===== src/hw/rtl/ritoa_pkg.sv =====
// ritoa_pkg: shared widths, character constants and lookup functions for the
// radix integer-to-ascii converter. No dependencies; imported by all modules.
`timescale 1ns / 1ps

package ritoa_pkg;

    localparam int VALUE_W     = 64;
    localparam int BASE_W      = 6;
    localparam int CHAR_W      = 8;
    localparam int IN_TDATA_W  = 72;
    localparam int OUT_TDATA_W = 8;
    localparam int ERR_LEN     = 7;
    localparam int ERR_IDX_W   = 3;

    localparam logic [CHAR_W-1:0]    CHAR_ZERO  = 8'h30;
    localparam logic [CHAR_W-1:0]    CHAR_UPPER = 8'h41;
    localparam logic [BASE_W-1:0]    DEC_DIGITS = 6'd10;
    localparam logic [BASE_W-1:0]    MIN_RADIX  = 6'd2;
    localparam logic [ERR_IDX_W-1:0] ERR_LAST   = 3'd6;

    // ascii code of one digit value
    function automatic logic [CHAR_W-1:0] digit_char(input logic [BASE_W-1:0] d);
        logic [CHAR_W-1:0] dw;
        dw = {{(CHAR_W-BASE_W){1'b0}}, d};
        if (d < DEC_DIGITS) begin
            return CHAR_ZERO + dw;
        end
        return CHAR_UPPER + dw - {{(CHAR_W-BASE_W){1'b0}}, DEC_DIGITS};
    endfunction

    // characters of the "(error)" text
    function automatic logic [CHAR_W-1:0] err_char(input logic [ERR_IDX_W-1:0] idx);
        logic [CHAR_W-1:0] c;
        case (idx)
            3'd0:    c = 8'h28;  // (
            3'd1:    c = 8'h65;  // e
            3'd2:    c = 8'h72;  // r
            3'd3:    c = 8'h72;  // r
            3'd4:    c = 8'h6F;  // o
            3'd5:    c = 8'h72;  // r
            default: c = 8'h29;  // )
        endcase
        return c;
    endfunction

endpackage


===== src/hw/rtl/ritoa_div.sv =====
// ritoa_div: bit-serial restoring divider, one quotient bit per cycle.
// Depends on ritoa_pkg for the divisor width.
`timescale 1ns / 1ps

module ritoa_div
    import ritoa_pkg::*;
#(
    parameter int WIDTH = 64
) (
    input  logic              i_clk,
    input  logic              i_rst_n,
    input  logic              i_start,
    input  logic [WIDTH-1:0]  i_dividend,
    input  logic [BASE_W-1:0] i_divisor,
    output logic              o_done,
    output logic [WIDTH-1:0]  o_quotient,
    output logic [BASE_W-1:0] o_remainder
);

    localparam int CNT_W = $clog2(WIDTH);
    localparam logic [CNT_W-1:0] CNT_LAST = CNT_W'(WIDTH - 1);

    logic              r_busy;
    logic              r_done;
    logic [CNT_W-1:0]  r_cnt;
    logic [WIDTH-1:0]  r_quo;
    logic [BASE_W-1:0] r_rem;
    logic [BASE_W-1:0] r_div;

    logic [BASE_W:0]   rem_t;
    logic [BASE_W:0]   rem_diff;
    logic              ge;
    logic [BASE_W-1:0] n_rem;

    // dividend bits shift out of the top while quotient bits shift in below
    always_comb begin
        rem_t    = {r_rem, r_quo[WIDTH-1]};
        ge       = rem_t >= {1'b0, r_div};
        rem_diff = rem_t - {1'b0, r_div};
        n_rem    = ge ? rem_diff[BASE_W-1:0] : rem_t[BASE_W-1:0];
    end

    always_ff @(posedge i_clk) begin
        if (!i_rst_n) begin
            r_busy <= 1'b0;
            r_done <= 1'b0;
            r_cnt  <= '0;
        end else begin
            r_done <= !i_start && r_busy && (r_cnt == '0);
            if (i_start) begin
                r_busy <= 1'b1;
                r_cnt  <= CNT_LAST;
            end else if (r_busy) begin
                if (r_cnt == '0) begin
                    r_busy <= 1'b0;
                end else begin
                    r_cnt <= r_cnt - 1'b1;
                end
            end
        end
    end

    always_ff @(posedge i_clk) begin
        if (i_start) begin
            r_quo <= i_dividend;
            r_rem <= '0;
            r_div <= i_divisor;
        end else if (r_busy) begin
            r_quo <= {r_quo[WIDTH-2:0], ge};
            r_rem <= n_rem;
        end
    end

    assign o_done      = r_done;
    assign o_quotient  = r_quo;
    assign o_remainder = r_rem;

endmodule


===== src/hw/rtl/radix_integer_to_ascii_unit.sv =====
// radix_integer_to_ascii_unit: top level, converts a value to ascii digits.
// Depends on ritoa_pkg and ritoa_div.
`timescale 1ns / 1ps

// Converts one unsigned value per input beat into its digits in the given base,
// most significant first, one ascii character per output beat, with tlast on
// the final character. Only the low VALUE_BITS bits of the value are used.
// Digits come from repeated division by the base in a bit-serial divider;
// digits are stored in a small memory and then read back in reverse, each
// character passing through a read state and then an output state. A base
// outside 2 to MAX_RADIX yields the seven characters "(error)" with tuser set,
// one per cycle while the output is not held back. One item is processed at a
// time; the input is ready whenever the unit is idle, even while the last
// character still waits in the output register.

module radix_integer_to_ascii_unit
    import ritoa_pkg::*;
#(
    parameter int VALUE_BITS = 64,
    parameter int MAX_RADIX  = 36
) (
    input  logic                   i_clk,
    input  logic                   i_rst_n,
    input  logic                   s_axis_tvalid,
    output logic                   s_axis_tready,
    input  logic [IN_TDATA_W-1:0]  s_axis_tdata,  // [63:0] value, [69:64] base, zero pad
    output logic                   m_axis_tvalid,
    input  logic                   m_axis_tready,
    output logic [OUT_TDATA_W-1:0] m_axis_tdata,  // [7:0] character
    output logic                   m_axis_tlast,
    output logic                   m_axis_tuser   // [0] base_error
);

    localparam int AW = $clog2(VALUE_BITS);
    localparam logic [BASE_W-1:0] MAX_BASE = BASE_W'(MAX_RADIX);

    typedef enum logic [2:0] {
        S_IDLE,
        S_DIV,
        S_RD,
        S_OUT,
        S_ERR
    } t_state;

    t_state                r_state;
    logic [BASE_W-1:0]     r_base;
    logic [AW-1:0]         r_wptr;
    logic [AW-1:0]         r_rptr;
    logic [ERR_IDX_W-1:0]  r_eidx;
    logic [BASE_W-1:0]     r_rdata;
    logic [BASE_W-1:0]     r_mem [VALUE_BITS];
    logic                  r_ovalid;
    logic [CHAR_W-1:0]     r_ochar;
    logic                  r_olast;
    logic                  r_oerr;

    logic                  in_acc;
    logic [BASE_W-1:0]     in_base;
    logic [VALUE_BITS-1:0] in_value;
    logic                  base_ok;
    logic                  out_free;
    logic                  out_emit;
    logic                  div_start;
    logic                  div_done;
    logic [VALUE_BITS-1:0] div_dividend;
    logic [BASE_W-1:0]     div_divisor;
    logic [VALUE_BITS-1:0] div_quo;
    logic [BASE_W-1:0]     div_rem;
    logic                  quo_zero;

    assign s_axis_tready = (r_state == S_IDLE);
    assign in_acc        = s_axis_tvalid && s_axis_tready;
    assign in_value      = s_axis_tdata[VALUE_BITS-1:0];
    assign in_base       = s_axis_tdata[VALUE_W +: BASE_W];
    assign base_ok       = (in_base >= MIN_RADIX) && (in_base <= MAX_BASE);
    assign out_free      = !r_ovalid || m_axis_tready;
    assign out_emit      = ((r_state == S_OUT) || (r_state == S_ERR)) && out_free;
    assign quo_zero      = (div_quo == '0);

    assign div_start    = (in_acc && base_ok) ||
                          ((r_state == S_DIV) && div_done && !quo_zero);
    assign div_dividend = (r_state == S_IDLE) ? in_value : div_quo;
    assign div_divisor  = (r_state == S_IDLE) ? in_base : r_base;

    ritoa_div #(
        .WIDTH (VALUE_BITS)
    ) u_div (
        .i_clk       (i_clk),
        .i_rst_n     (i_rst_n),
        .i_start     (div_start),
        .i_dividend  (div_dividend),
        .i_divisor   (div_divisor),
        .o_done      (div_done),
        .o_quotient  (div_quo),
        .o_remainder (div_rem)
    );

    // digit store, least significant digit at address zero
    always_ff @(posedge i_clk) begin
        if ((r_state == S_DIV) && div_done) begin
            r_mem[r_wptr] <= div_rem;
        end
        if (r_state == S_RD) begin
            r_rdata <= r_mem[r_rptr];
        end
    end

    always_ff @(posedge i_clk) begin
        if (!i_rst_n) begin
            r_state  <= S_IDLE;
            r_ovalid <= 1'b0;
            r_wptr   <= '0;
            r_rptr   <= '0;
            r_eidx   <= '0;
        end else begin
            if (out_emit) begin
                r_ovalid <= 1'b1;
            end else if (r_ovalid && m_axis_tready) begin
                r_ovalid <= 1'b0;
            end
            case (r_state)
                S_IDLE: begin
                    if (in_acc) begin
                        r_base <= in_base;
                        r_wptr <= '0;
                        r_eidx <= '0;
                        r_state <= base_ok ? S_DIV : S_ERR;
                    end
                end
                S_DIV: begin
                    if (div_done) begin
                        r_wptr <= r_wptr + 1'b1;
                        if (quo_zero) begin
                            r_rptr  <= r_wptr;
                            r_state <= S_RD;
                        end
                    end
                end
                S_RD: begin
                    r_state <= S_OUT;
                end
                S_OUT: begin
                    if (out_free) begin
                        r_ochar  <= digit_char(r_rdata);
                        r_olast  <= (r_rptr == '0);
                        r_oerr   <= 1'b0;
                        if (r_rptr == '0) begin
                            r_state <= S_IDLE;
                        end else begin
                            r_rptr  <= r_rptr - 1'b1;
                            r_state <= S_RD;
                        end
                    end
                end
                S_ERR: begin
                    if (out_free) begin
                        r_ochar  <= err_char(r_eidx);
                        r_olast  <= (r_eidx == ERR_LAST);
                        r_oerr   <= 1'b1;
                        r_eidx   <= r_eidx + 1'b1;
                        if (r_eidx == ERR_LAST) begin
                            r_state <= S_IDLE;
                        end
                    end
                end
                default: begin
                    r_state <= S_IDLE;
                end
            endcase
        end
    end

    assign m_axis_tvalid = r_ovalid;
    assign m_axis_tdata  = r_ochar;
    assign m_axis_tlast  = r_olast;
    assign m_axis_tuser  = r_oerr;

    // divider remainder always a legal digit of the current base
    a_rem_below_base: assert property (@(posedge i_clk) disable iff (!i_rst_n)
        (r_state == S_DIV) && div_done |-> div_rem < r_base)
        else $error("remainder not below base");

    // digit beats carry only 0-9 or A-Z
    a_digit_chars: assert property (@(posedge i_clk) disable iff (!i_rst_n)
        r_ovalid && !r_oerr |->
            ((r_ochar >= 8'h30) && (r_ochar <= 8'h39)) ||
            ((r_ochar >= 8'h41) && (r_ochar <= 8'h5A)))
        else $error("digit beat outside 0-9 A-Z");

    // the error text ends on the closing parenthesis
    a_err_close: assert property (@(posedge i_clk) disable iff (!i_rst_n)
        r_ovalid && r_oerr && r_olast |-> r_ochar == 8'h29)
        else $error("error text does not end with )");

    // divider never restarts while the unit is emitting characters
    a_div_quiet: assert property (@(posedge i_clk) disable iff (!i_rst_n)
        (r_state == S_RD) || (r_state == S_OUT) || (r_state == S_ERR) |-> !div_start)
        else $error("divider started outside division");

endmodule


===== config.mk =====
export PLATFORM = sky130hd
export DESIGN_NAME = radix_integer_to_ascii_unit
export DESIGN_NICKNAME = d
export VERILOG_FILES = /design/src/hw/rtl/ritoa_pkg.sv /design/src/hw/rtl/ritoa_div.sv /design/src/hw/rtl/radix_integer_to_ascii_unit.sv
export SDC_FILE = /design/constraint.sdc
export NUM_CORES = 1
export LEC_CHECK = 0
export BUFFER_PORTS_ARGS = -buffer_cell sky130_fd_sc_hd__buf_2
export CORE_ASPECT_RATIO = 1.1
export CORE_MARGIN = 5
export CORE_UTILIZATION = 40
export DETAILED_ROUTE_END_ITERATION = 16
export HOLD_SLACK_MARGIN = 0.05
export SLEW_MARGIN = 40
export SYNTH_ARGS = -nofsm -noshare
export SYNTH_HDL_FRONTEND = slang
export SYNTH_SLANG_ARGS = --single-unit

===== constraint.sdc =====
create_clock -name i_clk -period 5.22 [get_ports i_clk]
set_input_delay 0.261 -clock i_clk [delete_from_list [all_inputs] [get_ports i_clk]]
set_output_delay 0.261 -clock i_clk [all_outputs]
set_load 0.03 [all_outputs]

==> impl_metrics.env <==
export IMPL_status="finished, final reports clean"
export IMPL_cts_sinks=508
export IMPL_leakage_uw=0.008035
export IMPL_worstSetupStartpointType="register"
export IMPL_cts_tree="done"
export IMPL_num_rows=88
export IMPL_slowest_delay_ns=0.75
export IMPL_synth_top_area_cell="edfxtp_1"
export IMPL_syn_area_um2=21060
export IMPL_setup_tns_ns=0
export IMPL_dpl_hpwl_mm=28.49
export IMPL_stdcell_area_um2=24640
export IMPL_portBuffers=84
export IMPL_die_h_um=250.7
export IMPL_grt_pass1_vias=11480
export IMPL_crit_start="r_state[2]$_SDFFE_PN0P_"
export IMPL_pin_count=88
export IMPL_n_fill_cell=4343
export IMPL_switchingPower_uw=2338
export IMPL_finish_utilization_pct=47.11
export IMPL_yosysWarnings=0
export IMPL_numCtsBuffers=50
export IMPL_maxCapViolations=0
export IMPL_initial_utilization_pct=40.28
export IMPL_worstPathArrival_ns=3.28
export IMPL_crit_type="reg2reg"
export IMPL_worst_slew_margin_rel_pct=46.32
export IMPL_synth_distinct_cells=57
export IMPL_wl_per_cell_um=22.10
export IMPL_crit_end="r_mem[46][2]$_DFFE_PP_"
export IMPL_cts_root_buffer="clkbuf_16"
export IMPL_drive_above_1_share_pct=25.64
export IMPL_hold_viol=0
export IMPL_worst_hold_path_type="in2reg"
export IMPL_synth_avg_cell_area_um2=17.52
export IMPL_ys_ff_latch=508
export IMPL_crit_slowest_cell="nor2_1"
export IMPL_die_w_um=228.8
export IMPL_drt_iter0_drc=969
export IMPL_syn_inst=1202
export IMPL_ant_nets=0
export IMPL_grt_max_degree=82
export IMPL_worst_path_stages=5
export IMPL_post_dp_cell_area_um2=22280
export IMPL_path_cells="nand2b_1 > nand3b_1 > nor2_1 > nand3_1 > nor2_1"
export IMPL_grt_ovfl_total=0
export IMPL_drv_slew=0
export IMPL_reg2reg_to="r_mem[46][2]$_DFFE_PP_"
export IMPL_antenna_found_initial=3
export IMPL_critPathRequiredTime_ns=5.44
export IMPL_timing_critical_path_mode_cell="nor2_1"
export IMPL_viasPerCell=5.369
export IMPL_gp_congestion=0.7837
export IMPL_vdd_drop_max_mv=0.2318
export IMPL_async_flop_share_pct=0
export IMPL_rsz0062_at_grt="no"
export IMPL_r2r_start="r_state[2]$_SDFFE_PN0P_"
export IMPL_drc_errors=0
export IMPL_fin_crit_sh_pct=58.75
export IMPL_synth_area_top_cells="edfxtp_1 (68%), mux4_2 (10%), dfxtp_1 (3.1%)"
export IMPL_num_nets_final=1467
export IMPL_finalClockSkew_ns=0.02146
export IMPL_insertion_delay_ns=0.60
export IMPL_clk_pin_slew_ns=0.06
export IMPL_core_um2=52300
export IMPL_seqPwrFrac_pct=51.4
export IMPL_syn_nets=1297
export IMPL_p_sw_share_pct=23.98
export IMPL_vias=11220
export IMPL_synth_edf_count=475
export IMPL_synth_common_cells="edfxtp_1 (475), nor2_1 (108), mux4_2 (94)"
export IMPL_cts_resized=0
export IMPL_cts_max_level=2
export IMPL_path_max_fanout=14
export IMPL_clkPwrFrac_pct=36.5
export IMPL_grt_pass1_wl_mm=70.61
export IMPL_seq_area_frac_synth_pct=70.85
export IMPL_dr_pass1_iters=5
export IMPL_p_int_uw=7413
export IMPL_fmax_ghz=0.3261
export IMPL_power_density_nw_per_um2=395.7
export IMPL_syn_to_final_growth_pct=16.98
export IMPL_grt_usage_pct=15.95
export IMPL_ctsLongestPathBuffers=3
export IMPL_reg2reg_depth=5
export IMPL_power_total_uw=9751
export IMPL_wl_mm=46.18
export IMPL_critPathTopFamily="simple AND/OR/NAND/NOR gates"
export IMPL_setup_viol=0
export IMPL_path_buf_inv=0
export IMPL_endpoint_kind="register"
export IMPL_die_area_um2=57360
export IMPL_power_frac_comb_pct=12.1
export IMPL_ys_flop_type="edfxtp_1"
export IMPL_tightest_slew_ns=0.8051
export IMPL_period_minus_slack_ns=3.066
export IMPL_synthDominantCellAreaShare_pct=67.72
export IMPL_yosysMostFrequentCell="edfxtp_1"
export IMPL_r2r_setup_slack_ns=2.15
area by class of cell:
type	instances	area, um2	share of cell area, %
Sequential cell	508	14940	60.64
Inverter	28	105.1	0.4265
Clock inverter	21	229.0	0.9293
Multi-Input combinational cell	610	5769	23.41
Timing Repair Buffer	174	1346	5.464
Tap cell	675	844.6	3.428
Clock buffer	71	1400	5.682
Antenna cell	2	5.005	0.02031
logic make-up after synthesis:
group / share of synthesized area, %
compound gates: 3.932
xor+xnor: 0.7484
fa+ha+maj: 1.164
buf+inv: 1.960
flops: 70.85
mux: 16.23
other cells: 0.01780
simple gates: 5.096
what timing repair did:
item | 4_1_cts | 5_1_grt
endpoints found under the hold margin | 81 | 0
buffers inserted | 0 | 0
hold buffers | 72 | 0
tightest hold or removal path, cell delays in order:
cell      delay [ns]
buf_2           0.08
nand2b_1        0.20
a31oi_1         0.10
how the worst min path moves through the flow:
stage,startpoint,end,slack (ns),cells past startpoint
2_1_floorplan,s_axis_tdata[64],r_base[0]$_DFFE_PP_,0.36,0
3_3_place_gp,s_axis_tdata[68],r_base[4]$_DFFE_PP_,0.48,1
3_5_place_dp,s_axis_tdata[67],r_base[3]$_DFFE_PP_,0.47,1
4_1_cts,m_axis_tready,m_axis_tvalid$_SDFFE_PN0P_,0.07,3
5_1_grt,m_axis_tready,m_axis_tvalid$_SDFFE_PN0P_,0.15,3
6_report,m_axis_tready,m_axis_tvalid$_SDFFE_PN0P_,0.12,3
metal layers:
metal  wire, um  track usage (%)
met5          0                0
met4       1472            5.276
met3       2516            2.959
met2      22200            25.79
met1      19990            22.06
power by group through the flow:
stage | Sequential [uW] | Clock, uW | Combinational, uW
floorplan | 5250 | 0 | 608
global placement | 5110 | 0 | 1100
detailed placement | 5100 | 0 | 1150
CTS | 5010 | 3640 | 1210
global route | 5030 | 3810 | 1300
finish | 5020 | 3560 | 1180
layout by cell type (no fill, tap or decap), types with 40 or more instances in the layout:
master,count
mux2i_1,43
mux4_2,94
buf_2,84
clkbuf_16,50
mux2_2,56
nor2_1,108
nand2_1,42
dlygate4sd3_1,72
edfxtp_1,475
a21oi_1,40
registers in the layout, indices dropped and copies added, names as in the netlist:
| signal | flops |
|---|---|
| r_base | 6 |
| r_rptr | 6 |
| u_div.o_done | 1 |
| m_axis_tuser | 1 |
| u_div.o_quotient | 64 |
| m_axis_tlast | 1 |
| u_div.r_busy | 1 |
| r_rdata | 6 |
| r_state | 3 |
| m_axis_tdata | 7 |
| u_div.o_remainder | 6 |
| u_div.r_div | 6 |
| r_eidx | 3 |
| m_axis_tvalid | 1 |
| u_div.r_cnt | 6 |
| r_mem | 384 |
| r_wptr | 6 |
stage by stage:
step,cells,hold WS [ns],setup WS [ns]
2_1_floorplan,1202,0.3599,1.446
3_3_place_gp,1920,0.4751,2.132
3_5_place_dp,1923,0.4749,2.147
4_1_cts,2087,0.07470,2.136
5_1_grt,2089,0.1507,1.991
6_report,2089,0.1200,2.154
Note: power is estimated with default switching activity, not from simulation.
